==> config.mk <==
export PLATFORM = sky130hd
export DESIGN_NAME = miu_mac
export DESIGN_NICKNAME = d
export VERILOG_FILES = /design/src/rtl/miu_pkg.sv /design/src/rtl/miu_mac.sv
export SDC_FILE = /design/constraint.sdc
export NUM_CORES = 2
export LEC_CHECK = 0
export ABC_AREA = 1
export BUFFER_PORTS_ARGS = -buffer_cell sky130_fd_sc_hd__buf_2
export CAP_MARGIN = 15
export CORE_MARGIN = 4
export CORE_UTILIZATION = 65
export DETAILED_ROUTE_END_ITERATION = 8
export PLACE_DENSITY = 0.83
export SLEW_MARGIN = 40
export SYNTH_ARGS = -nofsm -noshare
export SYNTH_HDL_FRONTEND = slang
export SYNTH_SLANG_ARGS = --single-unit
==> constraint.sdc <==
create_clock -name clk_i -period 12.1 [get_ports clk_i]
set_clock_uncertainty 0.15 [all_clocks]
set_input_delay 1.21 -clock clk_i [delete_from_list [all_inputs] [get_ports clk_i]]
set_output_delay 1.21 -clock clk_i [all_outputs]
set_load 0.01 [all_outputs]
==> src/rtl/miu_pkg.sv <==
// Package for the attitude filter update: payload types, sequencer states, shared constants.
package miu_pkg;

  localparam int unsigned CfgIdxW = 2;
  localparam int unsigned CfgDataW = 32;

  localparam logic [CfgIdxW-1:0] CfgIntGain  = 2'd0;
  localparam logic [CfgIdxW-1:0] CfgPropGain = 2'd1;
  localparam logic [CfgIdxW-1:0] CfgPeriod   = 2'd2;

  localparam logic [23:0] IntGainRst  = 24'd3277;
  localparam logic [23:0] PropGainRst = 24'd65536;
  localparam logic [31:0] PeriodRst   = 32'd4294967;

  localparam logic signed [31:0] OneQ30  = 32'sh4000_0000;
  localparam logic signed [63:0] HalfQ30 = 64'sh2000_0000;

  typedef struct packed {
    logic signed [15:0] accel_x;
    logic signed [15:0] accel_y;
    logic signed [15:0] accel_z;
    logic signed [31:0] gyro_x;
    logic signed [31:0] gyro_y;
    logic signed [31:0] gyro_z;
  } miu_in_t;

  typedef struct packed {
    logic signed [31:0] quat_w;
    logic signed [31:0] quat_x;
    logic signed [31:0] quat_y;
    logic signed [31:0] quat_z;
  } miu_out_t;

  // Request to the shared divider / square root unit
  typedef struct packed {
    logic        start;
    logic        is_sqrt;
    logic [63:0] num;
    logic [63:0] den;
  } miu_div_req_t;

  typedef struct packed {
    logic        busy;
    logic        done;
    logic [63:0] res;
  } miu_div_rsp_t;

  typedef enum logic [3:0] {
    StIdle,
    StSqA,
    StSqAWait,
    StNormA,
    StNormAWait,
    StMul,
    StNq,
    StSqN,
    StSqNWait,
    StNormQ,
    StNormQWait,
    StOut
  } miu_state_e;

  function automatic logic signed [63:0] sat32(input logic signed [63:0] v);
    if (v > 64'sd2147483647) return 64'sd2147483647;
    if (v < -64'sd2147483648) return -64'sd2147483648;
    return v;
  endfunction

  function automatic logic signed [63:0] satsym32(input logic signed [63:0] v);
    if (v > 64'sd2147483647) return 64'sd2147483647;
    if (v < -64'sd2147483647) return -64'sd2147483647;
    return v;
  endfunction

endpackage

==> src/rtl/miu_mac.sv <==
// Shared signed 33x33 multiplier with registered product, used once per sequencer step.
module miu_mac (
  input  logic                clk_i,
  input  logic signed [32:0]  a_i,
  input  logic signed [32:0]  b_i,
  output logic signed [65:0]  p_o
);
  import miu_pkg::*;

  logic signed [65:0] p_q, p_d;

  // Product registered before any use
  always_comb p_d = a_i * b_i;

  always_ff @(posedge clk_i) begin
    p_q <= p_d;
  end

  assign p_o = p_q;

endmodule

==> metrics.yaml <==
status: "finished, final reports clean"
synth-seq-cells: 66
die-area_um2: 70600
drtIter0Drc: 2697
grt_pass1_vias: 38000
cts_tree: "built"
grt_pass1_wl_um: 192000
cts_sinks: 66
synth_adder_area_share_pct: 59.4
yosysTopAreaCell: "fa_1"
synth_area_um2: 43200
min_from: "b_i[0]"
std_cell_rows: 94
hold_buffers: 0
yosys_warnings: 0
core_area_um2: 65700
wl_met3_um: 10300
antenna_found_initial: 7
synth_area_leaders: "fa_1 53%, inv_1 16%, nand2_1 13%"
top_layer_used: "met5"
vias: 33600
muxShareOfSynthArea_pct: 0
yosysSeqAreaShare_pct: 3.06
maxSlewHeadroom_pct: 38.1
worst_slew_pin_slew_ns: 0.928
nets: 6866
port_buffers: 132
postCtsSetupBuffers: 0
wl_per_cell_um: 18.2
place_hpwl_um: 94700
drv_cap: 0
largest_register_ffs: 66
synth_compound_area_share_pct: 1.34
path_clk_slew_ns: 0.07
whs_ns: 1.26
grt_max_degree: 35
endpoint_kind: "register"
synth_cell_types: 32
ant_nets: 0
avgSynthCellArea_um2: 7.78
cp_slowest_stage_delay_ns: 1.02
worstPathCellList: "buf_2, nand2_1, inv_1, fa_1, fa_1, fa_1, inv_1, fa_1, fa_1, fa_1, fa_1, fa_1, inv_1, ha_1, nand2_1, nor2_1, nand2_1, nor4_1, nand2_1, nand3_1, nand2_1"
slew_viol_final: 0
synthXorXnorAreaFrac_pct: 0.791
fp.dieW_um: 266
fin_crit_ns: 8.74
drive_gt1_share_pct: 4.01
arrival_ns: 8.83
first_pass_iters: 7
vias_per_cell: 5.33
die_y_um: 266
area_growth_pct: 2.83
cts_made_buffers: 9
cts_root_buffer: "clkbuf_16"
synth_fp_nets: 6978
cp-start-kind: "input port"
ios: 133
crit_top_cell: "fa_1"
critical_path_class: "input port to register"
synth_top_family_by_area: "adder cells"
met2_length_um: 57100
required_ns: 12.19
hold_violations: 0
hp-class: "input port to register"
fill_cells: 5305
clock_path_buffers: 2
min_delay_worst_endpoint: "p_o[0]"
rsz0062_at_grt: "false"
place_ws_ns: 3.06
overflow: 0
cts-htree-levels: 3
cts_resized: 0
start_util_pct: 65.7
slowest_stage: "fa_1"
wl_met1_um: 40600
track_usage_pct: 34.4
fmax_ghz: 0.114
finalWirelength_um: 115000
fin_crit_sh_pct: 72.2
setup_violations: 0
drc: 0
worst_slack_ns: 3.36
synthSimpleGateAreaFrac_pct: 16.6
synth_top_area_share_pct: 53.1
synthCells: 5549
place_congestion: 0.975
fin_setup_tns_ns: 0
path_max_fanout: 33
hold_depth: 3
==> placed cells by master (no fill, tap or decap), drive strengths merged, types with 8 or more instances in the layout <==
cell type  netlist  routed
inv           1902    1903
nand2         1538    1538
fa            1145    1145
ha             217     217
nor2           151     151
buf              2     140
nand3           78      78
dfxtp           66      66
a21oi           64      64
xor2            35      35
o21ai           24      24
nand4           19      19
o21bai          12      12
clkbuf         261      12
nor3             8       8
==> metal layers <==
metal	track usage (%)	vias up
li1	-	14800
met1	42.0	16600
met2	59.0	1804
met3	6.10	461
met4	17.5	6
met5	0	-
==> layout make-up <==
cell class | count | area (µm²) | area share [%]
multi-input combinational | 3318 | 33700 | 76.0
inverter | 1902 | 7140 | 16.1
sequential | 66 | 1320 | 2.98
tap | 864 | 1080 | 2.44
timing repair buffer | 140 | 793 | 1.79
clock buffer | 12 | 246 | 0.555
clock inverter | 4 | 73.8 | 0.166
antenna | 4 | 10.0 | 0.0225
==> worst max-delay path: cells and delay by family <==
family,cells,cell delay [ns]
buffers and inverters,4,0.99
adder cells (fa/ha/maj),9,5.20
AND/OR/NAND/NOR,8,1.38
==> metrics by stage <==
stage / instance area [µm²] / cells / util (%)
CTS: 44300 / 6305 / 67.4
global route: 44400 / 6308 / 67.5
floorplan: 43200 / 5549 / -
global placement: 44000 / 6289 / 66.9
detailed placement: 44000 / 6289 / 66.9
finish: 44400 / 6310 / 67.5
==> how the worst max path moves through the flow <==
| stage | from | end | depth (start not counted) |
|---|---|---|---|
| detailed placement | a_i[32] | p_o[63] | 21 |
| floorplan | a_i[32] | p_o[60] | 23 |
| finish | a_i[32] | p_o[63] | 21 |
| global route | a_i[32] | p_o[63] | 21 |
| global placement | a_i[32] | p_o[64] | 23 |
| CTS | a_i[32] | p_o[63] | 21 |
==> cells in the mapped netlist (all sizes together) <==
| master | instances |
|---|---|
| a21boi | 1 |
| nor3 | 8 |
| dfxtp | 66 |
| o21ai | 24 |
| nand2 | 1538 |
| fa | 1145 |
| nor4 | 5 |
| a21oi | 64 |
| nor2 | 151 |
| ha | 217 |
| a21o | 3 |
| inv | 1902 |
| o21bai | 12 |
| clkbuf | 261 |
| or2 | 6 |
| xor2 | 35 |
| xnor2 | 4 |
| o21a | 1 |
| nand3b | 4 |
| nand4 | 19 |
| and2 | 3 |
| nand3 | 78 |
| buf | 2 |
==> cell families after synthesis <==
group                    after synthesis
adder cells (fa/ha/maj)             1362
XOR/XNOR                              39
AND/OR/NAND/NOR                     1812
flip-flops                            66
buffers and inverters               2165
AO/OA/AOI/OAI                        105
Power is not shown: default switching activity piles up to over one toggle a cycle in this logic, so the estimate is an artifact.
