[config.mk]
export PLATFORM = sky130hd
export DESIGN_NAME = miu_divsqrt
export DESIGN_NICKNAME = d
export VERILOG_FILES = /design/src/rtl/miu_pkg.sv /design/src/rtl/miu_divsqrt.sv
export SDC_FILE = /design/constraint.sdc
export NUM_CORES = 1
export LEC_CHECK = 0
export BUFFER_PORTS_ARGS = -buffer_cell sky130_fd_sc_hd__buf_2
export CELL_PAD_IN_SITES_DETAIL_PLACEMENT = 2
export CELL_PAD_IN_SITES_GLOBAL_PLACEMENT = 2
export CORE_MARGIN = 1.5
export CORE_UTILIZATION = 39
export DETAILED_ROUTE_END_ITERATION = 12
export PLACE_DENSITY = 0.84
export SKIP_LAST_GASP = 1
export SYNTH_ARGS = -nofsm -noshare
export SYNTH_HDL_FRONTEND = slang
export SYNTH_SLANG_ARGS = --single-unit
[constraint.sdc]
create_clock -name clk_i -period 6.5 [get_ports clk_i]
set_input_delay 1.3 -clock clk_i [delete_from_list [all_inputs] [get_ports clk_i]]
set_output_delay 1.3 -clock clk_i [all_outputs]
set_load 0.02 [all_outputs]
[src/rtl/miu_pkg.sv]
// Package for the attitude filter update: payload types, sequencer states, shared constants.
package miu_pkg;

  localparam int unsigned CfgIdxW = 2;
  localparam int unsigned CfgDataW = 32;

  localparam logic [CfgIdxW-1:0] CfgIntGain  = 2'd0;
  localparam logic [CfgIdxW-1:0] CfgPropGain = 2'd1;
  localparam logic [CfgIdxW-1:0] CfgPeriod   = 2'd2;

  localparam logic [23:0] IntGainRst  = 24'd3277;
  localparam logic [23:0] PropGainRst = 24'd65536;
  localparam logic [31:0] PeriodRst   = 32'd4294967;

  localparam logic signed [31:0] OneQ30  = 32'sh4000_0000;
  localparam logic signed [63:0] HalfQ30 = 64'sh2000_0000;

  typedef struct packed {
    logic signed [15:0] accel_x;
    logic signed [15:0] accel_y;
    logic signed [15:0] accel_z;
    logic signed [31:0] gyro_x;
    logic signed [31:0] gyro_y;
    logic signed [31:0] gyro_z;
  } miu_in_t;

  typedef struct packed {
    logic signed [31:0] quat_w;
    logic signed [31:0] quat_x;
    logic signed [31:0] quat_y;
    logic signed [31:0] quat_z;
  } miu_out_t;

  // Request to the shared divider / square root unit
  typedef struct packed {
    logic        start;
    logic        is_sqrt;
    logic [63:0] num;
    logic [63:0] den;
  } miu_div_req_t;

  typedef struct packed {
    logic        busy;
    logic        done;
    logic [63:0] res;
  } miu_div_rsp_t;

  typedef enum logic [3:0] {
    StIdle,
    StSqA,
    StSqAWait,
    StNormA,
    StNormAWait,
    StMul,
    StNq,
    StSqN,
    StSqNWait,
    StNormQ,
    StNormQWait,
    StOut
  } miu_state_e;

  function automatic logic signed [63:0] sat32(input logic signed [63:0] v);
    if (v > 64'sd2147483647) return 64'sd2147483647;
    if (v < -64'sd2147483648) return -64'sd2147483648;
    return v;
  endfunction

  function automatic logic signed [63:0] satsym32(input logic signed [63:0] v);
    if (v > 64'sd2147483647) return 64'sd2147483647;
    if (v < -64'sd2147483647) return -64'sd2147483647;
    return v;
  endfunction

endpackage

[src/rtl/miu_divsqrt.sv]
// Shared iterative unit: unsigned 64/64 restoring division or 64-bit integer square root.
module miu_divsqrt (
  input  logic                  clk_i,
  input  logic                  rst_ni,
  input  miu_pkg::miu_div_req_t req_i,
  output miu_pkg::miu_div_rsp_t rsp_o
);
  import miu_pkg::*;

  logic [6:0]   cnt_q, cnt_d;
  logic         busy_q, busy_d;
  logic         done_q, done_d;
  logic         sqrt_q, sqrt_d;
  logic [63:0]  x_q, x_d;      // dividend shift / radicand
  logic [64:0]  rem_q, rem_d;  // partial remainder
  logic [63:0]  den_q, den_d;
  logic [63:0]  res_q, res_d;
  logic [65:0]  trial;
  logic [64:0]  rem_sh;

  // One quotient or root bit per cycle
  always_comb begin
    cnt_d  = cnt_q;
    busy_d = busy_q;
    done_d = 1'b0;
    sqrt_d = sqrt_q;
    x_d    = x_q;
    rem_d  = rem_q;
    den_d  = den_q;
    res_d  = res_q;
    rem_sh = '0;
    trial  = '0;
    if (req_i.start) begin
      busy_d = 1'b1;
      sqrt_d = req_i.is_sqrt;
      x_d    = req_i.num;
      den_d  = req_i.den;
      rem_d  = '0;
      res_d  = '0;
      cnt_d  = req_i.is_sqrt ? 7'd32 : 7'd64;
    end else if (busy_q) begin
      if (sqrt_q) begin
        rem_sh = {rem_q[62:0], x_q[63:62]};
        trial  = {1'b0, rem_sh} - {res_q[62:0], 2'b01};
        x_d    = {x_q[61:0], 2'b00};
        if (!trial[65]) begin
          rem_d = trial[64:0];
          res_d = {res_q[62:0], 1'b1};
        end else begin
          rem_d = rem_sh;
          res_d = {res_q[62:0], 1'b0};
        end
      end else begin
        rem_sh = {rem_q[63:0], x_q[63]};
        trial  = {1'b0, rem_sh} - {2'b00, den_q};
        x_d    = {x_q[62:0], 1'b0};
        if (!trial[65]) begin
          rem_d = trial[64:0];
          res_d = {res_q[62:0], 1'b1};
        end else begin
          rem_d = rem_sh;
          res_d = {res_q[62:0], 1'b0};
        end
      end
      cnt_d = cnt_q - 7'd1;
      if (cnt_q == 7'd1) begin
        busy_d = 1'b0;
        done_d = 1'b1;
      end
    end
  end

  always_ff @(posedge clk_i or negedge rst_ni) begin
    if (!rst_ni) begin
      busy_q <= 1'b0;
      done_q <= 1'b0;
      cnt_q  <= '0;
    end else begin
      busy_q <= busy_d;
      done_q <= done_d;
      cnt_q  <= cnt_d;
    end
  end

  always_ff @(posedge clk_i) begin
    sqrt_q <= sqrt_d;
    x_q    <= x_d;
    rem_q  <= rem_d;
    den_q  <= den_d;
    res_q  <= res_d;
  end

  assign rsp_o.busy = busy_q;
  assign rsp_o.done = done_q;
  assign rsp_o.res  = res_q;

endmodule

==> impl_metrics.yaml <==
run_status:
  status: "finished clean"
clock_tree:
  clock_path_buffers: 3
  hold_buffers: 0
  cts_tree: "done"
  cts-htree-levels: 2
  clock-sinks: 266
  clk_pin_slew_ns: 0.06
  cts_resized: 0
  post_cts_buffers: 0
  numCtsBuffers: 35
  root_buffer: "clkbuf_16"
  clk_latency_ns: 0.56
cells_and_area:
  nFillCells: 5691
  areaGrowthSynthToFinish_pct: 12.4
  final_cell_mix: "317 x nand2_1, 211 x nor2_1, 207 x a21oi_1"
  drive_gt1_share_pct: 11.0
  fin_nets: 2796
  design_area_sq_um: 22200
  final_common_cell: "nand2_1"
worst_setup_path:
  required_ns: 7.00
  path_buf_inv: 2
  crit_chain: "inv_1 -> ha_1 -> o21ai_0 -> a22oi_1 -> a21oi_1 -> nor3_2 -> o41ai_2 -> o311a_1 -> buf_4 -> nand2_1 -> nand2_1 -> a21oi_1 -> a221oi_1 -> a22o_1"
  cpPeakStageDelay_ns: 1.00
  path_delay_family: "compound AO/OA/AOI/OAI gates"
  crit_fanout: 20
  endpoint_kind: "flip-flop"
  r2r_cells: 14
  path_class: "reg2reg"
  timing.rr.start: "res_q[1]$_SDFFE_PP0P_"
  r2r-end: "rem_q[37]$_SDFFE_PP0P_"
  slowest_stage: "o311a_1"
  regToRegSetupSlack_ns: 1.83
  worst_ep_arrival_time_ns: 5.17
  cp-start-kind: "flip-flop"
yosys:
  synth-edff-count: 129
  async_flop_share_pct: 3.38
  synth_top_flop_cell: "edfxtp_1"
  synth_seq_area_share_pct: 33.7
  ys_types: 84
  syn-instance-count: 2439
  syn_avg_cell_area_sq_um: 8.12
  ys_seq_elements: 266
  synth.net_count: 2702
  syn_area_sq_um: 19800
  ys_warn_count: 0
drt:
  drc: 0
  highest_layer: "met5"
  drt_pass1_iterations: 5
  post_drt_wl_per_cell_um: 23.2
  dr_wl_met2_mm: 32.5
  dr_wl_met3_mm: 4.49
  vias_per_cell: 5.88
  routed_wl_mm: 74.9
  ant_nets: 0
  wl_met1_mm: 36.7
  drtIter0Drc: 1198
  vias: 19000
hold_path:
  min_path_type: "reg2reg"
  worst_hold_path.num_cells: 2
  hold_end: "res_q[63]$_SDFFE_PP0P_"
  hp-start: "res_q[63]$_SDFFE_PP0P_"
floorplanning:
  initial_core_util_pct: 39.5
  die-area_sq_um: 52100
  pin_count: 198
  die_h_um: 228
  dieWidth_um: 228
  rows: 82
  fp.coreArea_sq_um: 50200
sta:
  setup_viol_count_final: 0
  hold_violations: 0
  period_needed_ns: 4.67
  max_freq_ghz: 0.214
  rsz0062_at_grt: "false"
  tns_ns: 0
  slew_headroom_pct: 11.7
  clock_skew_ns: 0.0177
  finalMaxSlewViolations: 0
  worst_slew_pin_slew_ns: 1.32
  post-route-period-util_pct: 71.8
place:
  place.gp.congestion: 0.916
  port_buffers: 197
  dp_hpwl_mm: 58.0
  dpl_cell_area_sq_um: 21100
pwr:
  leakage_nw: 10.0
  ir_drop_mv: 0.269
  power_density_nw_per_um2: 519
global_route:
  grt_pass1_vias: 20000
  grt.total_usage_pct: 28.3
  grt_first_pass_wirelength_mm: 117
  gr-total-overflow: 0
  grt_max_degree: 199
  antenna_found_initial: 10
job:
  max_cap_viol_count: 0
==> how the worst max path moves through the flow <==
stage	start	to	slack, ns	cells after the start
after floorplan	req_i[129]	res_q[0]$_SDFFE_PP0P_	2.74	6
after global placement	rem_q[5]$_SDFFE_PP0P_	rem_q[21]$_SDFFE_PP0P_	2.04	12
after detailed placement	res_q[1]$_SDFFE_PP0P_	rem_q[37]$_SDFFE_PP0P_	1.93	14
after CTS	res_q[1]$_SDFFE_PP0P_	rem_q[37]$_SDFFE_PP0P_	1.85	14
after global routing	rem_q[37]$_SDFFE_PP0P_	rem_q[21]$_SDFFE_PP0P_	1.57	13
final	res_q[1]$_SDFFE_PP0P_	rem_q[37]$_SDFFE_PP0P_	1.83	14
==> cell families after synthesis <==
kind of cell | count (synthesis) | share of synthesized area, %
and+or+nand+nor | 718 | 15.8
AOI/OAI and AO/OA | 741 | 23.6
buffers and inverters | 330 | 6.62
adders and majority gates | 131 | 8.32
muxes | 134 | 6.78
xor gates and xnor gates | 119 | 5.27
DFF | 266 | 33.7
==> metal layers <==
layer | track usage, % | vias up
met5 | 0 | -
met4 | 5.57 | 10
met3 | 5.18 | 91
met2 | 43.5 | 499
met1 | 41.4 | 9473
li1 | - | 8923
==> cell type report <==
class | count | area (sq um) | area share [%]
diodes | 2 | 5.00 | 0.0225
clock buffers | 47 | 993 | 4.47
clock inverters | 11 | 130 | 0.585
inverters | 175 | 657 | 2.95
multi-input cells | 1843 | 11800 | 53.2
flip-flops and latches | 266 | 6670 | 30.0
well taps | 672 | 841 | 3.78
repair buffers | 212 | 1120 | 5.04
==> worst register-to-register path, cell delays in order (launching register included) <==
cell	delay, ns
dfxtp_1	0.39
inv_1	0.07
ha_1	0.38
o21ai_0	0.24
a22oi_1	0.19
a21oi_1	0.47
nor3_2	0.11
o41ai_2	0.79
o311a_1	1.00
buf_4	0.35
nand2_1	0.08
nand2_1	0.08
a21oi_1	0.05
a221oi_1	0.24
a22o_1	0.17
==> cell usage after synthesis (51+ instances only) <==
library cell | number | area (sq um)
a21oi_1 | 207 | 1040
clkbuf_1 | 109 | 409
dfxtp_1 | 128 | 2560
edfxtp_1 | 129 | 3870
ha_1 | 130 | 1630
inv_1 | 173 | 649
mux2i_1 | 133 | 1330
nand2_1 | 317 | 1190
nand4_1 | 51 | 319
nor2_1 | 213 | 800
o21ai_0 | 186 | 931
xnor2_1 | 75 | 657
==> where the power goes <==
group	switching, mW	internal [mW]
clock	0.789	1.18
sequential	0.447	2.05
combinational	4.56	2.51
==> sequential cells by signal, summed over array words and instances, names as in the netlist <==
signal / count
busy_q: 1
cnt_q: 7
den_q: 64
done_q: 1
rem_q: 64
res_q: 64
sqrt_q: 1
x_q: 64
==> metrics by stage <==
stage	cells	total power, mW	util, %	hold WS [ns]	setup slack, ns
after floorplan	2439	7.27	-	0.472	2.74
after global routing	3228	12.3	44.3	0.583	1.57
after global placement	3168	9.08	42.1	0.473	2.04
final	3228	11.5	44.3	0.547	1.83
after CTS	3226	11.4	44.3	0.553	1.85
after detailed placement	3168	9.35	42.1	0.544	1.93
Note: power is estimated with default switching activity, not from simulation.
